$ cat src/tcw_pkg.sv
// ----------------------------------------------------------------------------
// tcw_pkg
// Shared widths and controller/datapath interface types of the text console.
// ----------------------------------------------------------------------------
`default_nettype none

package tcw_pkg;

   // Field widths of the stream payloads
   localparam int CHAR_W      = 8;
   localparam int ATTR_W      = 8;
   localparam int CELL_W      = 16;
   localparam int ROW_FIELD_W = 5;
   localparam int COL_FIELD_W = 7;
   localparam int REQ_DATA_W  = 32;
   localparam int RSP_DATA_W  = 32;

   // Blank attribute after reset
   localparam logic [ATTR_W-1:0] BLANK_ATTR_RESET = 8'd7;

   // Request actions carried in req_tuser
   localparam logic ACT_PUT  = 1'b0;
   localparam logic ACT_READ = 1'b1;

   // Control characters and the blank character
   localparam logic [CHAR_W-1:0] CH_BACKSPACE = 8'd8;
   localparam logic [CHAR_W-1:0] CH_NEWLINE   = 8'd10;
   localparam logic [CHAR_W-1:0] CH_FORMFEED  = 8'd12;
   localparam logic [CHAR_W-1:0] CH_RETURN    = 8'd13;
   localparam logic [CHAR_W-1:0] CH_SPACE     = 8'd32;

   // Controller to datapath commands
   typedef struct packed {
      logic exec;         // accept and execute the item on the request bus
      logic clear_step;   // write one zero cell of the post-reset clear sweep
      logic scroll_step;  // blank one cell of the row that becomes the bottom row
      logic emit;         // load the response register
   } tcw_cmd_type;

   // Datapath to controller status
   typedef struct packed {
      logic need_scroll;  // item on the request bus moves past the last row
      logic clear_last;   // clear sweep is at its last cell
      logic scroll_last;  // scroll sweep is at its last column
   } tcw_status_type;

endpackage

`default_nettype wire

$ cat src/tcw_ctrl.sv
// ----------------------------------------------------------------------------
// tcw_ctrl
// Sequencer of the text console: clear sweep, item execution, scroll sweep
// and response handoff.
// ----------------------------------------------------------------------------
`default_nettype none

module tcw_ctrl (
   input  wire                     clock,
   input  wire                     reset,
   input  wire                     req_tvalid,
   output logic                    req_tready,
   output logic                    rsp_tvalid,
   input  wire                     rsp_tready,
   output tcw_pkg::tcw_cmd_type    cmd,
   input  tcw_pkg::tcw_status_type status
);
   import tcw_pkg::*;

   typedef enum logic [1:0] {
      ST_CLEAR,
      ST_IDLE,
      ST_SCROLL,
      ST_EMIT
   } state_type;

   state_type state_ff;
   logic      req_tready_ff;
   logic      rsp_tvalid_ff;

   // Decode commands from the state
   always_comb begin
      cmd.exec        = req_tready_ff && req_tvalid;
      cmd.clear_step  = (state_ff == ST_CLEAR);
      cmd.scroll_step = (state_ff == ST_SCROLL);
      cmd.emit        = (state_ff == ST_EMIT) && (!rsp_tvalid_ff || rsp_tready);
   end

   // Advance the state and the handshake flags
   always_ff @(posedge clock) begin
      if (reset) begin
         state_ff      <= ST_CLEAR;
         req_tready_ff <= 1'b0;
         rsp_tvalid_ff <= 1'b0;
      end else begin
         if (rsp_tvalid_ff && rsp_tready) begin
            rsp_tvalid_ff <= 1'b0;
         end
         unique case (state_ff)
            ST_CLEAR: begin
               if (status.clear_last) begin
                  state_ff      <= ST_IDLE;
                  req_tready_ff <= 1'b1;
               end
            end
            ST_IDLE: begin
               if (cmd.exec) begin
                  req_tready_ff <= 1'b0;
                  state_ff      <= status.need_scroll ? ST_SCROLL : ST_EMIT;
               end
            end
            ST_SCROLL: begin
               if (status.scroll_last) begin
                  state_ff <= ST_EMIT;
               end
            end
            ST_EMIT: begin
               if (cmd.emit) begin
                  rsp_tvalid_ff <= 1'b1;
                  req_tready_ff <= 1'b1;
                  state_ff      <= ST_IDLE;
               end
            end
         endcase
      end
   end

   assign req_tready = req_tready_ff;
   assign rsp_tvalid = rsp_tvalid_ff;

endmodule

`default_nettype wire

$ cat config.mk
export PLATFORM = sky130hd
export DESIGN_NAME = tcw_ctrl
export DESIGN_NICKNAME = d
export VERILOG_FILES = /design/src/tcw_pkg.sv /design/src/tcw_ctrl.sv
export SDC_FILE = /design/constraint.sdc
export NUM_CORES = 1
export LEC_CHECK = 0
export ABC_AREA = 1
export BUFFER_PORTS_ARGS = -buffer_cell sky130_fd_sc_hd__buf_2
export CAP_MARGIN = 10
export CORE_AREA = 2 2 39 41
export DETAILED_ROUTE_END_ITERATION = 8
export DIE_AREA = 0 0 41 43
export GPL_TIMING_DRIVEN = 0
export SLEW_MARGIN = 5
export SYNTH_ARGS = -nofsm -noshare
export SYNTH_HDL_FRONTEND = slang
export SYNTH_SLANG_ARGS = --single-unit
$ cat constraint.sdc
create_clock -name clock -period 2 [get_ports clock]
set_clock_uncertainty 0.15 [all_clocks]
set_input_delay 0.3 -clock clock [delete_from_list [all_inputs] [get_ports clock]]
set_output_delay 0.3 -clock clock [all_outputs]
set_load 0.1 [all_outputs]
==> results of run 1 <==
[cells in the mapped netlist, drive strengths merged]
library cell | count | area [sq um]
nor3 | 1 | 5.00
ha | 6 | 75.1
a21oi | 2 | 10.0
dfxtp | 4 | 80.1
nand2 | 13 | 56.3
nor2 | 9 | 41.3
inv | 12 | 45.0
nand3 | 2 | 10.0
[area by class of cell]
type / instances / area share
Clock buffer: 3 / 0.0523
Tap cell: 16 / 0.0465
Timing Repair Buffer: 12 / 0.140
Multi-Input combinational cell: 33 / 0.468
Inverter: 12 / 0.105
Sequential cell: 4 / 0.189
[through the flow]
| step | instances | util | worst slack (ns) | hold WS, ns |
|---|---|---|---|---|
| after floorplan | 49 | - | -0.129 | 0.219 |
| after global placement | 77 | 0.295 | 0.365 | 0.323 |
| after detailed placement | 77 | 0.295 | 0.358 | 0.328 |
| after CTS | 80 | 0.311 | 0.101 | 0.0799 |
| after global routing | 80 | 0.311 | 0.0270 | 0.0917 |
| final | 80 | 0.311 | 0.129 | 0.0817 |
[worst paths after layout]
check / start / end / slack (ns) / depth (start not counted)
setup / recovery: state_ff[1]$_SDFFE_PP0P_ / cmd[0] / 0.13 / 4
hold / removal: reset / rsp_tvalid$_SDFF_PP0_ / 0.08 / 2
setup reg to reg: state_ff[0]$_SDFFE_PP0P_ / state_ff[1]$_SDFFE_PP0P_ / 0.58 / 8
hold reg to reg: req_tready$_SDFFE_PP0P_ / req_tready$_SDFFE_PP0P_ / 0.33 / 2
[state kept, by name, indices dropped and copies added, names as in the netlist]
register    flops
rsp_tvalid      1
req_tready      1
state_ff        2
[routing by layer]
| metal | up-vias | wire length (microns) |
|---|---|---|
| met1 | 133 | 225 |
| met2 | 8 | 263 |
| met3 | 0 | 54 |
| met4 | 0 | 0 |
| li1 | 172 | - |
| met5 | - | 0 |
[cells by family after synthesis]
family	count (synthesis)	share of synthesized area
buffers and inverters	12	0.140
flip-flops	4	0.248
adder cells (fa/ha/maj)	6	0.233
AND/OR/NAND/NOR	25	0.349
AO/OA/AOI/OAI	2	0.0310
[critical path, cell delays in order (launching register included)]
cell and delay (ns):
dfxtp_1 0.41, ha_1 0.20, inv_1 0.06, a21oi_2 0.08, buf_2 0.43
==> results_dict.tcl, run 1 <==
set metrics [dict create \
    busiest_layer "met2" \
    synth_cells 49 \
    routed_wl_microns 543 \
    final_max_slew_viol_count 0 \
    multiInputGateArea_sq_um 201 \
    core_area_sq_um 1380 \
    ant_nets 0 \
    post_dp_cell_area_sq_um 408 \
    via_count 313 \
    io_pins 13 \
    ys_seq_area_frac 0.248 \
    grt_usage 0.0853 \
    cp.arrival_ns 1.42 \
    numCtsBuffers 3 \
    drive_gt1_frac 0.328 \
    tightest_slew_ns 0.485 \
    hpwlAfterDp_microns 468 \
    cts_tree "done" \
    grt_overflow 0 \
    hold_viol 0 \
    clock_path_buffers 2 \
    cts.htree.levels 1 \
    max_slew_margin 0.679 \
    n_fill_cell 170 \
    grt_pass1_wl_microns 952 \
    syn_area_sq_um 323 \
    post_drt_wl_per_cell_microns 6.79 \
    path_max_fanout 6 \
    viasPerCell 3.91 \
    root_buffer "clkbuf_4" \
    setup_viol 0 \
    antenna_found_initial 0 \
    drt_iter0_markers 8 \
    fin_crit_ns 1.87 \
    path_class "reg -> out" \
    hp-class "in -> reg" \
    clock-sinks 4 \
    synth_nets 62 \
    grt_max_degree 7 \
    use_met3 0.0785 \
    ff_latch_area_sq_um 81.3 \
    period_share 0.936 \
    grt_pass1_vias 278 \
    fmax_mhz 534 \
    avgSynthCellArea_sq_um 6.59 \
    fin_setup_tns_ns 0 \
    cp-end-kind "output pin" \
    layout_common_cells "inv_1 (12), buf_2 (12), nand2_1 (10), nor2_1 (8), ha_1 (6)" \
    rows 14 \
    hold_buffers 0 \
    path_clk_slew_ns 0.04 \
    dieWidth_microns 41 \
    use_met2 0.122 \
    die-area_sq_um 1760 \
    synth-seq-cells 4 \
    start_util 0.233 \
    critPathLaunchType "register" \
    yosys_warnings 0 \
    synth_cell_types 10 \
    drcViolationCount 0 \
    post-cts-setup-buffer-count 0 \
    cp_data_required_time_ns 1.55 \
    antennaDiodeCount 0 \
    clkLatencyLatePin_ns 0.23 \
    design_area_sq_um 430 \
    rsz0062_at_grt "no" \
    status "complete, no violations" \
    syn2layout_area_growth_pct 33.3 \
    place.gp.congestion 0.691 \
    drt_first_pass_iters 2 \
    fp.dieH_microns 43 \
    io_buffers 12 \
    maxCapViolCount 0 \
    fin_nets 79 \
    met1_usage 0.0804 \
    cts_resized 0 \
]
Power of run 1 is not shown: default switching activity piles up to over one toggle a cycle in this logic, so the estimate is an artifact.
==> run 2: changes to the inputs <==
--- a/config.mk
+++ b/config.mk
@@ -5,7 +5,6 @@
 export SDC_FILE = /design/constraint.sdc
 export NUM_CORES = 1
 export LEC_CHECK = 0
-export ABC_AREA = 1
 export BUFFER_PORTS_ARGS = -buffer_cell sky130_fd_sc_hd__buf_2
 export CAP_MARGIN = 10
 export CORE_AREA = 2 2 39 41
==> results_dict.tcl, run 2 <==
set metrics [dict create \
    synthFlopType "dfxtp_1" \
    synthAdderAreaFrac 0.234 \
    place.gp.congestion 0.610 \
    grt_usage 0.0874 \
    synthXorXnorAreaFrac 0 \
    drive_gt1_frac 0.420 \
    final_max_slew_viol_count 0 \
    clock_path_buffers 2 \
    cp.arrival_ns 1.44 \
    min_to "rsp_tvalid$_SDFF_PP0_" \
    rsz0062_at_grt "no" \
    fin_nets 65 \
    hold_buffers 0 \
    slowest_delay_ns 0.43 \
    synth_cell_types 15 \
    ys_seq_area_frac 0.250 \
    synth_mux_area_frac 0.0664 \
    cts.htree.levels 1 \
    tightest_slew_ns 0.486 \
    synth-seq-cells 4 \
    fmax_mhz 528 \
    core_area_sq_um 1380 \
    setup_viol 0 \
    numCtsBuffers 3 \
    synth_edf_count 0 \
    synth.most_common_cell "inv_1" \
    synth_cells 35 \
    start_util 0.231 \
    clkLatencyLatePin_ns 0.24 \
    syn_area_sq_um 320 \
    final_common_cell "buf_2" \
    ff2ff_path_depth 5 \
    hp-class "in -> reg" \
    ant_nets 0 \
    path_clk_slew_ns 0.04 \
    synth_top_area_cell "dfxtp_1" \
    dieWidth_microns 41 \
    die-area_sq_um 1760 \
    grt_overflow 0 \
    root_buffer "clkbuf_4" \
    critPathLaunchType "register" \
    drt_first_pass_iters 2 \
    path_max_fanout 6 \
    io_buffers 12 \
    regMostFlops "state_ff" \
    avgSynthCellArea_sq_um 9.15 \
    grt_pass1_wl_microns 1020 \
    synthSimpleGateAreaFrac 0.184 \
    routed_wl_microns 638 \
    io_pins 13 \
    cp_data_required_time_ns 1.55 \
    clock-sinks 4 \
    path_class "reg -> out" \
    layout_common_cells "buf_2 (12), inv_1 (7), ha_1 (4), nand2b_1 (3), clkbuf_4 (3)" \
    rows 14 \
    path_cells "ha_1, inv_1, a21oi_2, buf_2" \
    cts_tree "done" \
    synth_nets 48 \
    viasPerCell 4.23 \
    status "complete, no violations" \
    cp-end-kind "output pin" \
    worstReg2RegStart "state_ff[1]$_SDFFE_PP0P_" \
    largest_register_ffs 2 \
    fp.dieH_microns 43 \
    grt_pass1_vias 282 \
    yosys_warnings 0 \
    crit_slowest_cell "dfxtp_1" \
    cpLargestDelayFamily "buffers and inverters" \
    post_drt_wl_per_cell_microns 9.67 \
    antennaDiodeCount 0 \
    drt_iter0_markers 2 \
    period_share 0.946 \
    r2r_slack_ns 0.16 \
    fin_crit_ns 1.89 \
    max_slew_margin 0.678 \
    syn2layout_area_growth_pct 35.5 \
    synth_top_family_by_area "adder cells" \
    holdCritStartpoint "reset" \
    critPathBufInv 2 \
    worst_r2r_endpoint "state_ff[0]$_SDFFE_PP0P_" \
    synth_compound_area_frac 0.184 \
    synth_commonest_cells "inv_1 (7), ha_1 (6), dfxtp_1 (4), nand2b_1 (3)" \
    synth.area.top_cells "dfxtp_1 (25%), ha_1 (23%), a2111oi_4 (8.6%)" \
    post-cts-setup-buffer-count 0 \
    grt_max_degree 7 \
    yosysTopAreaCellShare 0.250 \
    via_count 279 \
    fin_setup_tns_ns 0 \
    hold_viol 0 \
    cts_resized 0 \
    maxCapViolCount 0 \
    drcViolationCount 0 \
    min_path_cells 2 \
    antenna_found_initial 0 \
    async_reset_ff_frac 0 \
]
[run 2: how the worst max path moves through the flow]
| stage | from | end | cells past startpoint |
|---|---|---|---|
| floorplan | state_ff[0]$_SDFFE_PP0P_ | state_ff[0]$_SDFFE_PP0P_ | 5 |
| global placement | state_ff[1]$_SDFFE_PP0P_ | state_ff[0]$_SDFFE_PP0P_ | 5 |
| detailed placement | state_ff[1]$_SDFFE_PP0P_ | state_ff[0]$_SDFFE_PP0P_ | 5 |
| CTS | state_ff[1]$_SDFFE_PP0P_ | cmd[0] | 4 |
| global route | state_ff[1]$_SDFFE_PP0P_ | cmd[0] | 4 |
| finish | state_ff[1]$_SDFFE_PP0P_ | cmd[0] | 4 |
[run 2: final cells by class]
| class | count | area, sq um |
|---|---|---|
| Tap cell | 16 | 20.0 |
| Inverter | 7 | 26.3 |
| Sequential cell | 4 | 82.6 |
| Multi-Input combinational cell | 24 | 223 |
| Clock buffer | 3 | 22.5 |
| Timing Repair Buffer | 12 | 60.1 |
| Fill cell | 151 | 950 |
[run 2: cell families (layout without fill, tap and decap cells)]
group	after synthesis	count (layout)
adder cells (fa/ha/maj)	6	6
flip-flops	4	4
multiplexers	2	2
AO/OA/AOI/OAI	6	6
AND/OR/NAND/NOR	10	10
buffers and inverters	7	22
[run 2: metal layers]
| layer | wire length, microns | part of all wire | track usage |
|---|---|---|---|
| met5 | 0 | 0 | 0 |
| met4 | 0 | 0 | 0.0400 |
| met3 | 60 | 0.094 | 0.0471 |
| met2 | 287 | 0.45 | 0.147 |
| met1 | 290 | 0.45 | 0.0806 |
[run 2: worst register-to-register path, cell delays in order, from the launching register on]
cell	delay, ns
dfxtp_1	0.43
inv_1	0.10
ha_2	0.18
nor2b_1	0.16
a2111oi_4	0.34
mux2_1	0.36
[run 2: through the flow]
step                      instance area, sq um  setup slack, ns  std cells   util  hold WS (ns)
after floorplan                            332           0.0104         35      -         0.212
after global placement                     412            0.174         63  0.297         0.315
after detailed placement                   412            0.139         63  0.297         0.326
after CTS                                  434           0.0936         66  0.314         0.148
after global routing                       434           0.0306         66  0.314         0.158
final                                      434            0.107         66  0.314         0.159
Power of run 2 is left out for the same reason.
